**src/sv/ble_pkg.sv**
```systemverilog
package ble_pkg;

   // longest encoding: header plus eight length bytes
   localparam logic [3:0] MAX_BYTES = 4'd9;
   // automatic sizing choices
   localparam logic [3:0] AUTO_SMALL = 4'd4;
   localparam logic [3:0] AUTO_MID   = 4'd8;
   localparam logic [3:0] AUTO_FULL  = 4'd9;
   // long form header base
   localparam logic [7:0] LONG_HEADER = 8'h80;

   typedef struct packed {
      logic [63:0] length_value;
      logic [3:0]  requested_size;
      logic [3:0]  buffer_limit;
   } req_type;

   typedef struct packed {
      logic [7:0] data_byte;
      logic       last_byte;
      logic [3:0] total_bytes;
      logic       size_saturated;
      logic       size_overridden;
      logic       buffer_truncated;
   } rsp_type;

   // sizing decision for one item
   typedef struct packed {
      logic [63:0] length_value;
      logic [3:0]  total_bytes;
      logic        size_saturated;
      logic        size_overridden;
      logic        buffer_truncated;
   } plan_type;

endpackage

```
**src/sv/ble_size.sv**
```systemverilog
module ble_size (
   input  ble_pkg::req_type  req,
   output ble_pkg::plan_type plan
);

   // true if the length fits in an encoding of s bytes
   function automatic logic fits_in(input logic [63:0] len, input logic [3:0] s);
      logic ok;
      case (s)
         4'd1: ok = (len[63:7] == '0);
         4'd2: ok = (len[63:8] == '0);
         4'd3: ok = (len[63:16] == '0);
         4'd4: ok = (len[63:24] == '0);
         4'd5: ok = (len[63:32] == '0);
         4'd6: ok = (len[63:40] == '0);
         4'd7: ok = (len[63:48] == '0);
         4'd8: ok = (len[63:56] == '0);
         default: ok = 1'b1;
      endcase
      return ok;
   endfunction

   logic [3:0] sat_size;
   logic       sat;
   logic       ovr;
   logic [3:0] auto_size;
   logic [3:0] chosen;
   logic [3:0] lim;

   always_comb begin
      // saturate the request
      sat      = (req.requested_size > ble_pkg::MAX_BYTES);
      sat_size = sat ? ble_pkg::MAX_BYTES : req.requested_size;

      // override when the length does not fit
      ovr = (sat_size != 4'd0) && !fits_in(req.length_value, sat_size);

      // automatic sizing
      if (req.length_value[63:24] == '0) begin
         auto_size = ble_pkg::AUTO_SMALL;
      end else if (req.length_value[63:56] == '0) begin
         auto_size = ble_pkg::AUTO_MID;
      end else begin
         auto_size = ble_pkg::AUTO_FULL;
      end
      chosen = (ovr || sat_size == 4'd0) ? auto_size : sat_size;

      // buffer limit, zero taken as one and above nine as nine
      if (req.buffer_limit == 4'd0) begin
         lim = 4'd1;
      end else if (req.buffer_limit > ble_pkg::MAX_BYTES) begin
         lim = ble_pkg::MAX_BYTES;
      end else begin
         lim = req.buffer_limit;
      end

      plan.length_value     = req.length_value;
      plan.size_saturated   = sat;
      plan.size_overridden  = ovr;
      plan.buffer_truncated = (chosen > lim);
      plan.total_bytes      = (chosen > lim) ? lim : chosen;
   end

endmodule

```
**src/sv/ber_length_encoder_top.sv**
```systemverilog
// BER definite-length encoder
//
// Input channel: an item (length, requested size, buffer limit) is taken
// at a rising edge where start is high and busy is low. Sizing is done in
// the same cycle and the plan is stored in a work register.
// Result channel: one encoded byte per cycle, marked by rsp_valid for
// exactly one cycle; header first, then length bytes big-endian, with
// last_byte on the final one. An item gives 1 to 9 bytes.
// Latency: the first byte of an item passes through the work register and then
// the output register before it is on the result ports.
// Throughput: one byte per cycle; the byte counter steps through total_bytes
// positions of an item, and busy drops on the cycle of its last byte, so the
// next item follows without a gap.
// The receiver cannot stall: every byte is shown once and is gone.
// Reset (synchronous, active high) drops any item at work and any pending
// byte; busy is low in the cycle after reset.
module ber_length_encoder_top (
   input  logic             clock,
   input  logic             reset,
   input  logic             start,
   output logic             busy,
   input  ble_pkg::req_type req_data,
   output logic             rsp_valid,
   output ble_pkg::rsp_type rsp_data
);

   ble_pkg::plan_type plan;
   ble_pkg::plan_type work_plan_ff, work_plan_in;
   logic              work_valid_ff, work_valid_in;
   logic [3:0]        work_idx_ff, work_idx_in;
   logic              rsp_valid_ff;
   ble_pkg::rsp_type  rsp_data_ff, rsp_data_in;
   logic              accept;
   logic              last_now;
   logic [2:0]        shift_idx;

   ble_size u_size (
      .req  (req_data),
      .plan (plan)
   );

   // byte counter control
   assign last_now = (work_idx_ff + 4'd1 == work_plan_ff.total_bytes);
   assign busy     = work_valid_ff && !last_now;
   assign accept   = start && !busy;

   always_comb begin
      work_plan_in  = work_plan_ff;
      work_idx_in   = work_idx_ff;
      work_valid_in = work_valid_ff;
      if (accept) begin
         work_plan_in  = plan;
         work_idx_in   = 4'd0;
         work_valid_in = 1'b1;
      end else if (work_valid_ff) begin
         if (last_now) begin
            work_valid_in = 1'b0;
         end else begin
            work_idx_in = work_idx_ff + 4'd1;
         end
      end
   end

   // byte selection for the current position
   always_comb begin
      shift_idx = 3'(work_plan_ff.total_bytes - 4'd1 - work_idx_ff);
      if (work_plan_ff.total_bytes == 4'd1) begin
         rsp_data_in.data_byte = work_plan_ff.length_value[7:0];
      end else if (work_idx_ff == 4'd0) begin
         rsp_data_in.data_byte = ble_pkg::LONG_HEADER
                               + {4'd0, work_plan_ff.total_bytes - 4'd1};
      end else begin
         rsp_data_in.data_byte = work_plan_ff.length_value[{shift_idx, 3'b000} +: 8];
      end
      rsp_data_in.last_byte        = last_now;
      rsp_data_in.total_bytes      = work_plan_ff.total_bytes;
      rsp_data_in.size_saturated   = work_plan_ff.size_saturated;
      rsp_data_in.size_overridden  = work_plan_ff.size_overridden;
      rsp_data_in.buffer_truncated = work_plan_ff.buffer_truncated;
   end

   // control registers
   always_ff @(posedge clock) begin
      if (reset) begin
         work_valid_ff <= 1'b0;
         rsp_valid_ff  <= 1'b0;
      end else begin
         work_valid_ff <= work_valid_in;
         rsp_valid_ff  <= work_valid_ff;
      end
   end

   // payload registers
   always_ff @(posedge clock) begin
      work_plan_ff <= work_plan_in;
      work_idx_ff  <= work_idx_in;
      rsp_data_ff  <= rsp_data_in;
   end

   assign rsp_valid = rsp_valid_ff;
   assign rsp_data  = rsp_data_ff;

   // a transfer produces its first byte after the work and output registers
   a_first_byte: assert property (@(posedge clock) disable iff (reset)
      accept |=> ##1 rsp_valid_ff)
      else $error("no byte after accepted transfer");

   // bytes of one encoding come without gaps
   a_no_gap: assert property (@(posedge clock) disable iff (reset)
      rsp_valid_ff && !rsp_data_ff.last_byte |=> rsp_valid_ff)
      else $error("gap inside an encoding");

   // size and truncation flag hold across one encoding
   a_stable_meta: assert property (@(posedge clock) disable iff (reset)
      rsp_valid_ff && !rsp_data_ff.last_byte |=>
         $stable(rsp_data_ff.total_bytes) && $stable(rsp_data_ff.buffer_truncated))
      else $error("encoding size changed mid-stream");

endmodule

```
**config.mk**
```make
export PLATFORM = sky130hd
export DESIGN_NAME = ber_length_encoder_top
export DESIGN_NICKNAME = d
export VERILOG_FILES = /design/src/sv/ble_pkg.sv /design/src/sv/ble_size.sv /design/src/sv/ber_length_encoder_top.sv
export SDC_FILE = /design/constraint.sdc
export NUM_CORES = 1
export LEC_CHECK = 0
export BUFFER_PORTS_ARGS = -buffer_cell sky130_fd_sc_hd__buf_2
export CORE_AREA = 2 2 119 121
export CTS_CLUSTER_SIZE = 16
export DETAILED_ROUTE_END_ITERATION = 7
export DIE_AREA = 0 0 121 123
export GPL_TIMING_DRIVEN = 0
export PLACE_DENSITY = 0.59
export SLEW_MARGIN = 20
export SYNTH_ARGS = -nofsm -noshare
export SYNTH_HDL_FRONTEND = slang
export SYNTH_SLANG_ARGS = --single-unit
```
**constraint.sdc**
```tcl
create_clock -name clock -period 3.5 [get_ports clock]
set_input_delay 0.175 -clock clock [delete_from_list [all_inputs] [get_ports clock]]
set_output_delay 0.175 -clock clock [all_outputs]
set_load 0.005 [all_outputs]
```
; Word level (Yosys, flattened, before mapping)
; Cells that the tools add are included.
[word_totals]
register_bits = 93
latch_bits = 0
ramBits = 0
rom_bits = 0
in_bits = 75
out_inout_bits = 18
wordCells = 66
mem_count = 0
[classes]
n_addsub = 4
n_mul = 0
div = 0
magnitude_cmp = 3
eq_ne = 10
shifts = 1
muxes = 13
bitwise = 1
n_reduce_logical = 20
[op_table]
columns = cell, count
row1 = variable part select 64 x 7 -> 8 bit, 1
row2 = logical NOT 57 bit, 1
row3 = logical NOT 56 bit, 1
row4 = logical NOT 48 bit, 1
row5 = logical NOT 40 bit, 1
row6 = logical NOT 32 bit, 1
row7 = logical NOT 24 bit, 1
row8 = 2-to-1 mux 4 bit, 6
row9 = equality test 4 x 3 -> 1 bit (second input constant), 4
row10 = logical NOT 16 bit, 1
row11 = 2-to-1 mux 8 bit, 2
row12 = logical NOT 4 bit, 3
row13 = adder 8 x 4 -> 8 bit (first input constant), 1
row14 = equality test 4 x 1 -> 1 bit (second input constant), 2
row15 = equality test 4 x 2 -> 1 bit (second input constant), 2
row16 = greater-than comparator 4 bit (second input constant), 2
row17 = logical NOT 8 bit, 1
row18 = case mux 1 bit (8 select lines), 1
row19 = adder 4 x 1 -> 4 bit (second input constant), 1
row20 = equality test 4 bit, 1
row21 = equality test 4 bit (second input constant), 1
row22 = greater-than comparator 4 bit, 1
row23 = 2-to-1 mux 1 bit, 4
row24 = nonzero test 4 bit, 1
row25 = 7 further kinds, 11

; Depth between registers and ports, before layout
; Gate-level depths: netlist (run 1).
[depth]
depth_word = 10
depth_mapped = 15
depth_no_buf = 13

; Hierarchy
; A second synthesis (run 1) with hierarchy kept.
[unflattened]
cells_unflattened = 333
hier_area_um2 = 4624.4
[modules_own_cells]
columns = module, n_inst, cells_per_inst, area_per_inst_um2, seq_area_each_um2
row1 = ber_length_encoder_top, 1, 185, 3530.9, 2572.5
row2 = ble_size, 1, 148, 1093.5, 0.0

; Worst setup path before layout (run 1)
; Ideal clock, no wire load.
[synth_timing]
path_kind = flip-flop to flip-flop
start = register work_plan_ff (netlist bit rsp_data_in[3])
end = register work_plan_ff (netlist bit rsp_data_in[0]) (enable)
setup_ns = 0.437
t_arrival_ns = 3.170
required_time_ns = 3.063
setup_slack_ns = -0.107
stages_incl_launch_ff = 6
n_path_buf = 1
period_less_slack_ns = 3.607
cell_sequence = edfxtp_1 -> ha_1 -> clkbuf_1 -> nand3_1 -> o21ai_0 -> and2_1
[synth_between]
elab_chain_cells = 5
[synth_rtl]
columns = item, line_no
row1 = start: declaration, ber_length_encoder_top.sv:28  ; ble_pkg::plan_type work_plan_ff, work_plan_in;
row2 = start signal: assignment, ber_length_encoder_top.sv:95  ; work_plan_ff <= work_plan_in;
row3 = equality test 4 bit, ber_length_encoder_top.sv:43  ; assign last_now = (work_idx_ff + 4'd1 == work_plan_ff.total_bytes);
row4 = logical NOT 1 bit, ber_length_encoder_top.sv:44  ; assign busy = work_valid_ff && !last_now;
row5 = logical AND 1 bit, ber_length_encoder_top.sv:44
row6 = logical NOT 1 bit, ber_length_encoder_top.sv:45  ; assign accept = start && !busy;
row7 = logical AND 1 bit, ber_length_encoder_top.sv:45
row8 = via accept, ber_length_encoder_top.sv:33  ; logic accept;
; The timed path passes the listed nets, and every way through them passes these cells.
; A chain may end at the register's enable or synchronous reset.

==> results_dict.tcl, run 1 <==
set metrics [dict create \
    syn_area_sq_um 4100 \
    yosysSeqAreaShare 0.627 \
    floorplan.rows 43 \
    cts-root-buf "clkbuf_16" \
    htree_levels 3 \
    via_density 4.84 \
    clock_skew_ns 0.00602 \
    report.final.setup_viol 0 \
    route.final.wire_length_um 10100 \
    kind_of_critical_path "input port to register" \
    cpMostUsedCell "o21a_1" \
    yosys.area.top_type_share 0.520 \
    cp_max_fo 10 \
    yosysMostFrequentCell "edfxtp_1" \
    postSynthAreaPerCell_sq_um 14.8 \
    achievable-frequency_mhz 302 \
    detail_route.iter0.violations 280 \
    finish.net_count 465 \
    grt.overflow.total 0 \
    synth_top_flop_cell "edfxtp_1" \
    worstRegToRegCells 9 \
    crit_arrival_ns 3.41 \
    hold_class "input port to register" \
    fin_crit_sh 0.947 \
    critical_path.n_buffers_inverters 2 \
    worst_slew_pin_slew_ns 0.858 \
    worst_hold_slack_ns 0.0150 \
    synth_enable_flop_cells 71 \
    tritoncts "done" \
    area_growth_pct 27.5 \
    gpl_congestion 0.773 \
    ctsLongestPathBuffers 2 \
    drt_antenna_net_count 0 \
    cpMaxStageDelayCell "nor4_4" \
    num_cts_buffers 9 \
    worst_hold_path.num_cells 1 \
    layout.core_utilization 0.384 \
    coreArea_sq_um 13600 \
    antennaDiodeCount 0 \
    synth_fp_nets 362 \
    clkSlewWorstSetupHoldPaths_ns 0.06 \
    min_delay_worst_endpoint "work_plan_ff[12]$_DFFE_PP_" \
    cp.required_ns 3.59 \
    dpl_cell_area_sq_um 4810 \
    drc_violation_count_after_routing 0 \
    timing_hold_violations_final 0 \
    post_layout_nonfiller_instances 565 \
    syn_inst 277 \
    top_cells_by_area_synth "edfxtp_1 (52%), dfxtp_1 (11%), mux4_2 (8.2%)" \
    status "completed" \
    globalRouteTotalUtil 0.140 \
    synth.top_cells.by_count "edfxtp_1 (71), dfxtp_1 (22), nand2_1 (18), o21ai_0 (16), mux4_2 (15)" \
    number_of_fill_cells 1284 \
    chip_height_um 123 \
    setup.reg_to_reg.worst_slack_ns 0.37 \
    postSynthRegisterBits 93 \
    grt_pass1_vias 2740 \
    synth.yosys.warnings 0 \
    seqCellArea_sq_um 2570 \
    final-max-slew-violation-count 0 \
    worstSetupEndpointType "register" \
    io-pin-count 93 \
    rr_endpoint "rsp_data[8]$_DFF_P_" \
    initial_core_utilization 0.301 \
    fin_total_pwr_mw 3.38 \
    detailed_place_hpwl_um 7730 \
    timing.critical_path.from_type "input port" \
    cellPowerDensity_nw_per_um2 647 \
    post-route-min-period_ns 3.32 \
    worst_hold_start "req_data[13]" \
    cts_num_sinks 93 \
    die_w_um 121 \
    crit_path_max_incr_delay_ns 0.40 \
    vdd_ir_drop_max_uv 271 \
    drive_above_1_share 0.392 \
    via_count 2732 \
    max_capacitance_violation_count 0 \
    area_of_the_multi_input_gates_sq_um 1540 \
    asyncSetResetFlopFracSynth 0 \
    synth.lib_cells_used.distinct 49 \
    final_design_area_no_fill_sq_um 5230 \
    grt_start_max_net_pins 55 \
    wl_per_cell_um 18.0 \
    grt_antenna_before_repair 0 \
    die_area_sq_um 14900 \
    placement.io_buffers 90 \
    drtPass1Iterations 4 \
    grt_pass1_wl_um 15100 \
    synth.largest_area_cell "edfxtp_1" \
    place_inst 548 \
    cp_cell_sequence "buf_2 -> nor4_4 -> nand4_2 -> a2111oi_4 -> o211ai_2 -> and2_1 -> o31ai_2 -> ha_1 -> o21a_1 -> o21a_1 -> o21a_1 -> clkbuf_2 -> a221o_1" \
    crit_family "compound AO/OA/AOI/OAI gates" \
    r2r-start "rsp_data_in[3]$_DFFE_PP_" \
    relSlewSlack 0.427 \
    clk_latency_ns 0.34 \
    standby_leakage_power_nw 1.99 \
]
-- routing by layer --
metal / GRT usage / vias up / routed length (um)
met5: 0 / - / 0
met4: 0.0487 / 0 / 204
met3: 0.0318 / 12 / 566
met2: 0.238 / 83 / 5050
met1: 0.175 / 1343 / 4330
li1: - / 1294 / -
-- what timing repair did --
action	CTS	global route
hold buffers	1	0
hold endpoints to repair	2	0
endpoints found under the setup margin	1	5
setup buffers	0	0
resized for setup	3	10
-- worst max path at each step --
| stage | start | endpoint | depth (start not counted) |
|---|---|---|---|
| 6_report | req_data[48] | rsp_data_in[6]$_DFFE_PP_ | 13 |
| 2_1_floorplan | req_data[60] | rsp_data_in[6]$_DFFE_PP_ | 13 |
| 3_3_place_gp | req_data[20] | rsp_data_in[6]$_DFFE_PP_ | 13 |
| 4_1_cts | req_data[49] | rsp_data_in[6]$_DFFE_PP_ | 13 |
| 3_5_place_dp | req_data[40] | rsp_data_in[6]$_DFFE_PP_ | 13 |
| 5_1_grt | req_data[27] | rsp_data_in[6]$_DFFE_PP_ | 13 |
-- state kept, by name, summed over array words and instances (netlist names) --
name,flops
rsp_data,16
rsp_valid,1
rsp_data_in,7
work_valid_ff,1
work_plan_ff,64
work_idx_ff,4
-- kinds of logic after synthesis --
logic type / share of synthesized area
AO/OA/AOI/OAI: 0.0748
XOR/XNOR: 0.0241
flip-flops: 0.627
buffers and inverters: 0.0177
AND/OR/NAND/NOR: 0.115
multiplexers: 0.109
adder cells (fa/ha/maj): 0.0323
-- report_power, final --
part	switching [mW]	internal (mW)	leakage, nW	total [mW]
sequential	0.0547	1.35	0.861	1.40
clock	0.417	0.644	0.165	1.06
combinational	0.472	0.451	0.966	0.923
-- through the flow --
| stage | setup TNS, ns | setup WS [ns] |
|---|---|---|
| 5_1_grt | -0.0520 | -0.0520 |
| 3_5_place_dp | -1.17 | -0.398 |
| 4_1_cts | 0 | 0.00579 |
| 6_report | 0 | 0.184 |
| 2_1_floorplan | 0 | 0.343 |
| 3_3_place_gp | -6.78 | -0.305 |
-- cell type report --
cell class / instances / share of cell area
Sequential cell: 93 / 0.492
Timing Repair Buffer: 92 / 0.0933
Tap cell: 180 / 0.0431
Multi-Input combinational cell: 167 / 0.294
Buffer: 9 / 0.00838
Clock buffer: 12 / 0.0531
Inverter: 8 / 0.00574
Clock inverter: 4 / 0.0108
-- cell usage in the layout (no fill, tap or decap), types with 2 or more instances in the layout --
cell type | Yosys | routed
clkbuf_16 | 0 | 10
mux4_2 | 15 | 15
or2_2 | 2 | 2
o21ai_0 | 16 | 16
edfxtp_1 | 71 | 71
o21a_1 | 4 | 4
nor2b_1 | 3 | 3
mux2i_1 | 7 | 7
nand4_2 | 2 | 2
clkbuf_1 | 4 | 3
ha_1 | 9 | 9
nand2_1 | 18 | 18
xnor2_1 | 5 | 4
nand2b_1 | 2 | 2
nor4_2 | 4 | 6
nor4_4 | 1 | 4
nor3_1 | 4 | 4
a21oi_1 | 11 | 11
dfxtp_1 | 22 | 22
inv_1 | 8 | 8
nor4_1 | 10 | 5
inv_6 | 0 | 3
buf_2 | 4 | 94
nand3_1 | 9 | 9
nor2_1 | 14 | 14
a2111o_1 | 2 | 2
clkbuf_8 | 0 | 2
and2_1 | 4 | 3
o31ai_1 | 3 | 2
Power figures use the tool's default switching activity.
==> inputs of run 2 (changes only) <==
Settings changed: RECOVER_POWER set to 25.
==> run 2 against run 1 <==
Maximum frequency is 0.20% lower. Clock power hardly changed. First-iteration DRC count is 5.4% lower. Non-clock buffer count stayed put. Core utilization is 0.36 points lower. Sequential power hardly changed. Critical path type unchanged. Critical path depth stayed put. Critical endpoint unchanged. Die area stayed put. Setup slack worse by 0.0067 ns. Cell area is 0.93% lower.
==> results_dict.tcl, run 2 (synthesis results as in run 1) <==
set metrics [dict create \
    min_delay_worst_endpoint "work_plan_ff[12]$_DFFE_PP_" \
    tritoncts "done" \
    htree_levels 3 \
    detail_route.iter0.violations 265 \
    clock_skew_ns 0.00607 \
    max_capacitance_violation_count 0 \
    via_count 2712 \
    worst_hold_slack_ns 0.0150 \
    post_layout_nonfiller_instances 565 \
    drtPass1Iterations 4 \
    dpl_cell_area_sq_um 4810 \
    cp_max_fo 10 \
    coreArea_sq_um 13600 \
    gpl_congestion 0.773 \
    route.final.wire_length_um 10100 \
    crit_arrival_ns 3.41 \
    grt_antenna_before_repair 0 \
    rr_endpoint "rsp_data[8]$_DFF_P_" \
    setup.reg_to_reg.worst_slack_ns 0.38 \
    worst_slew_pin_slew_ns 0.865 \
    io-pin-count 93 \
    num_cts_buffers 9 \
    grt_start_max_net_pins 55 \
    drt_antenna_net_count 0 \
    vdd_ir_drop_max_uv 272 \
    grt_pass1_wl_um 15100 \
    chip_height_um 123 \
    final-max-slew-violation-count 0 \
    drc_violation_count_after_routing 0 \
    die_area_sq_um 14900 \
    worstSetupEndpointType "register" \
    totalNegativeSetupSlack_ns 0 \
    antennaDiodeCount 0 \
    post-route-min-period_ns 3.32 \
    r2r-start "rsp_data_in[3]$_DFFE_PP_" \
    worst_hold_start "req_data[13]" \
    initial_core_utilization 0.301 \
    regMostFlops "work_plan_ff" \
    grt_pass1_vias 2740 \
    grt.overflow.total 0 \
    die_w_um 121 \
    hold_class "input port to register" \
    postCtsSetupBuffers 0 \
    cp.required_ns 3.59 \
    clk_latency_ns 0.34 \
    report.final.setup_viol 0 \
    cts-root-buf "clkbuf_16" \
    achievable-frequency_mhz 301 \
    detailed_place_hpwl_um 7730 \
    cts_num_sinks 93 \
    finish.net_count 465 \
    largest_reg_flops 64 \
    detailedPlace.worstSlack_ns -0.398 \
    globalRouteTotalUtil 0.140 \
    cellPowerDensity_nw_per_um2 652 \
    wl_per_cell_um 17.9 \
    worstRegToRegCells 9 \
    area_growth_pct 26.3 \
    number_of_fill_cells 1308 \
    standby_leakage_power_nw 1.89 \
    floorplan.rows 43 \
    drive_above_1_share 0.291 \
    placement.io_buffers 90 \
    place_inst 548 \
    worst_hold_path.num_cells 1 \
    status "completed" \
    timing.critical_path.from_type "input port" \
    mostFrequentLayoutCells "edfxtp_1 (71), buf_2 (55), clkbuf_1 (42)" \
    via_density 4.80 \
    final_design_area_no_fill_sq_um 5180 \
    timing_hold_violations_final 0 \
    ctsLongestPathBuffers 2 \
    clkSlewWorstSetupHoldPaths_ns 0.06 \
    post-route-worst-setup-slack_ns 0.178 \
    fin_crit_sh 0.949 \
    mostFrequentLayoutCell "edfxtp_1" \
    relSlewSlack 0.422 \
    kind_of_critical_path "input port to register" \
]
==> run 2: timing repair <==
item	4_1_cts	5_1_grt
hold buffers	1	0
resized for setup	3	10
hold endpoints to repair	2	0
endpoints found under the setup margin	1	5
==> run 2: layout make-up <==
class | count | area [sq um] | share of cell area
Sequential cell | 93 | 2570 | 0.497
Multi-Input combinational cell | 167 | 1540 | 0.296
Timing Repair Buffer | 92 | 439 | 0.0848
Clock buffer | 12 | 278 | 0.0536
Tap cell | 180 | 225 | 0.0435
Clock inverter | 4 | 56.3 | 0.0109
Buffer | 9 | 43.8 | 0.00845
Inverter | 8 | 30.0 | 0.00580
==> run 2: worst max-delay path, cell delays in order <==
cell	delay (ns)
buf_2	0.12
nor4_2	0.40
nand4_2	0.23
a2111oi_4	0.35
o211ai_2	0.24
and2_1	0.28
o31ai_2	0.28
ha_1	0.29
o21a_1	0.11
o21a_1	0.17
o21a_1	0.20
clkbuf_2	0.19
a221o_1	0.36
==> run 2: report_power, final <==
group	leakage [nW]	switching (mW)	internal (mW)
Sequential	0.861	0.0547	1.35
Combinational	0.859	0.471	0.445
Clock	0.165	0.418	0.644
Total	1.89	0.943	2.43
==> run 2: stage by stage <==
step,utilization,total power [mW]
5_1_grt,0.381,3.54
4_1_cts,0.380,3.40
6_report,0.381,3.38
2_1_floorplan,-,2.03
3_3_place_gp,0.351,2.32
3_5_place_dp,0.353,2.33
==> run 2: routing by layer <==
layer,up-vias,GRT usage,share of wire
li1,1292,-,-
met1,1335,0.175,0.44
met2,73,0.238,0.50
met3,12,0.0318,0.047
met4,0,0.0487,0.021
met5,-,0,0
==> run 2: worst max-delay path by stage <==
stage	startpoint	endpoint	slack, ns	depth (start not counted)
after floorplan	req_data[60]	rsp_data_in[6]$_DFFE_PP_	0.34	13
after detailed placement	req_data[40]	rsp_data_in[6]$_DFFE_PP_	-0.40	13
after CTS	req_data[49]	rsp_data_in[6]$_DFFE_PP_	0.006	13
after global placement	req_data[20]	rsp_data_in[6]$_DFFE_PP_	-0.31	13
after global routing	req_data[27]	rsp_data_in[6]$_DFFE_PP_	-0.05	13
final	req_data[40]	rsp_data_in[6]$_DFFE_PP_	0.18	13
==> inputs of run 3 (changes only) <==
Settings changed: CORE_AREA 2 2 119 121 to 2 2 126 128, DIE_AREA 0 0 121 123 to 0 0 128 130, SYNTH_HIERARCHICAL set to 1.
==> run 3 against run 2 <==
Routed wire length rose by 3.8%. Die area grew 12%. Clock-buffer cell count grew 1. Worst hold slack better by 0.023 ns. Critical endpoint is now work_plan_ff[53]$_DFFE_PP_. Largest cell class unchanged. Highest routed layer is now met5.
==> results_dict.tcl, run 3 <==
set metrics [dict create \
    min_delay_worst_endpoint "work_plan_ff[9]$_DFFE_PP_" \
    floorplan.rows 46 \
    tritoncts "done" \
    die_w_um 128 \
    cts-root-buf "clkbuf_16" \
    detail_route.iter0.violations 183 \
    report.final.setup_viol 0 \
    synth.largest_area_cell "edfxtp_1" \
    status "completed" \
    clkSlewWorstSetupHoldPaths_ns 0.06 \
    grt_pass1_vias 2952 \
    postCtsSetupBuffers 0 \
    chip_height_um 130 \
    drive_above_1_share 0.388 \
    worst_hold_start "req_data[10]" \
    drc_violation_count_after_routing 0 \
    worst_slew_pin_slew_ns 0.731 \
    largest_reg_flops 64 \
    num_cts_buffers 9 \
    clock_skew_ns 0.00897 \
    yosys.area.top_type_share 0.461 \
    standby_leakage_power_nw 2.21 \
    grt_antenna_before_repair 2 \
    detailed_place_hpwl_um 8220 \
    cp_max_fo 25 \
    ctsLongestPathBuffers 2 \
    worstSetupEndpointType "register" \
    cellPowerDensity_nw_per_um2 581 \
    antennaDiodeCount 0 \
    timing.critical_path.from_type "register" \
    rsz0062_at_grt "no" \
    hold_class "input port to register" \
    synth_enable_flop_cells 71 \
    area_of_the_multi_input_gates_sq_um 1500 \
    top_cells_by_area_synth "edfxtp_1 (46%), buf_4 (11%), dfxtp_1 (9.5%)" \
    synth_top_flop_cell "edfxtp_1" \
    synth_fp_nets 418 \
    fin_total_pwr_mw 3.29 \
    synth.top_cells.by_count "edfxtp_1 (71), buf_4 (67), dfxtp_1 (22), nand2_1 (22), mux4_2 (16)" \
    synth.yosys.warnings 6 \
    worst_hold_slack_ns 0.0377 \
    finish.net_count 521 \
    seqCellArea_sq_um 2570 \
    regMostFlops "work_plan_ff" \
    grt_pass1_wl_um 15800 \
    yosysSeqAreaShare 0.556 \
    relSlewSlack 0.511 \
    kind_of_critical_path "register to register" \
    vdd_ir_drop_max_uv 220 \
    via_density 4.49 \
    area_growth_pct 22.3 \
    number_of_fill_cells 1529 \
    syn_area_sq_um 4620 \
    placement.io_buffers 85 \
    worst_hold_path.num_cells 1 \
    postSynthAreaPerCell_sq_um 13.9 \
    mostFrequentLayoutCell "edfxtp_1" \
    grt_start_max_net_pins 26 \
    drtPass1Iterations 4 \
    rr_endpoint "work_plan_ff[53]$_DFFE_PP_" \
    cts_num_sinks 93 \
    setup.reg_to_reg.worst_slack_ns 0.33 \
    grt.overflow.total 0 \
    postSynthRegisterBits 93 \
    die_area_sq_um 16600 \
    max_capacitance_violation_count 0 \
    achievable-frequency_mhz 315 \
    gpl_congestion 0.784 \
    final-max-slew-violation-count 0 \
    asyncSetResetFlopFracSynth 0 \
    globalRouteTotalUtil 0.130 \
    via_count 2840 \
    syn_inst 333 \
    route.final.wire_length_um 10500 \
    synth.lib_cells_used.distinct 54 \
    wl_per_cell_um 16.6 \
    mostFrequentLayoutCells "edfxtp_1 (71), buf_4 (61), buf_2 (47)" \
    worstRegToRegCells 9 \
    post-route-min-period_ns 3.17 \
    cp.required_ns 3.54 \
    timing_hold_violations_final 0 \
    io-pin-count 93 \
    r2r-start "rsp_data_in[3]$_DFFE_PP_" \
    crit_arrival_ns 3.22 \
    fin_crit_sh 0.906 \
    totalNegativeSetupSlack_ns 0 \
    yosysMostFrequentCell "edfxtp_1" \
    drt_antenna_net_count 0 \
    coreArea_sq_um 15400 \
    htree_levels 3 \
    initial_core_utilization 0.300 \
    clk_latency_ns 0.34 \
]
-- run 3: cell types whose count changed after synthesis, moves of 4 or more --
cell     previous run  this run
nor2_1             14         9
o21ai_0            16         7
nand2_1            18        22
mux2i_1             7        11
a22o_1              0         4
buf_4               1        67
-- run 3: worst max path at each step --
| stage | start | to | depth (start not counted) |
|---|---|---|---|
| global placement | rsp_data_in[3]$_DFFE_PP_ | work_plan_ff[48]$_DFFE_PP_ | 7 |
| detailed placement | req_data[57] | rsp_data_in[3]$_DFFE_PP_ | 17 |
| finish | rsp_data_in[3]$_DFFE_PP_ | work_plan_ff[53]$_DFFE_PP_ | 9 |
| global route | rsp_data_in[3]$_DFFE_PP_ | work_plan_ff[56]$_DFFE_PP_ | 9 |
| CTS | req_data[57] | rsp_data_in[3]$_DFFE_PP_ | 17 |
| floorplan | rsp_data_in[3]$_DFFE_PP_ | rsp_data_in[0]$_DFFE_PP_ | 7 |
-- run 3: worst max-delay path, stage by stage (launching register included) --
cell and delay (ns):
edfxtp_1 0.48, ha_1 0.32, buf_4 0.22, buf_6 0.22, nand3_2 0.14, o21ai_4 0.25
inv_1 0.14, nor2_4 0.58, buf_12 0.28, buf_16 0.20
-- run 3: stage by stage --
stage,instance area (sq um),utilization,setup WS (ns),std cells
5_1_grt,5650,0.367,0.107,633
2_1_floorplan,4630,-,0.482,333
3_3_place_gp,5300,0.343,-0.232,610
3_5_place_dp,5350,0.347,-0.170,612
4_1_cts,5690,0.369,0.191,634
6_report,5650,0.367,0.328,633
-- run 3: kinds of logic after synthesis --
logic type | after synthesis | synth area share
flops | 93 | 0.556
buf+inv | 83 | 0.124
simple gates | 71 | 0.101
compound gates | 41 | 0.0630
mux | 27 | 0.102
fa+ha+maj | 10 | 0.0287
xor+xnor | 8 | 0.0254
-- run 3: per-layer routing --
layer | routed length (um) | track usage | vias up
li1 | - | - | 1387
met1 | 4300 | 0.150 | 1363
met2 | 5410 | 0.231 | 69
met3 | 583 | 0.0357 | 17
met4 | 213 | 0.0530 | 4
met5 | 23 | 0 | -
-- run 3: final cells by class --
type | instances | area share
Sequential cell | 93 | 0.455
Buffer | 71 | 0.0932
Clock inverter | 3 | 0.00288
Inverter | 11 | 0.00730
Multi-Input combinational cell | 157 | 0.265
Timing Repair Buffer | 93 | 0.0856
Tap cell | 192 | 0.0425
Clock buffer | 13 | 0.0482
-- run 3: where the power goes --
part | internal (mW) | switching [mW]
clock | 0.545 | 0.396
sequential | 1.34 | 0.0514
combinational | 0.480 | 0.476
total | 2.36 | 0.923
-- run 3: what timing repair did --
action / in CTS / in global routing
hold buffers: 6 / 0
setup endpoints to repair: 0 / 1
hold endpoints to repair: 7 / 0
resized for setup: 0 / 2
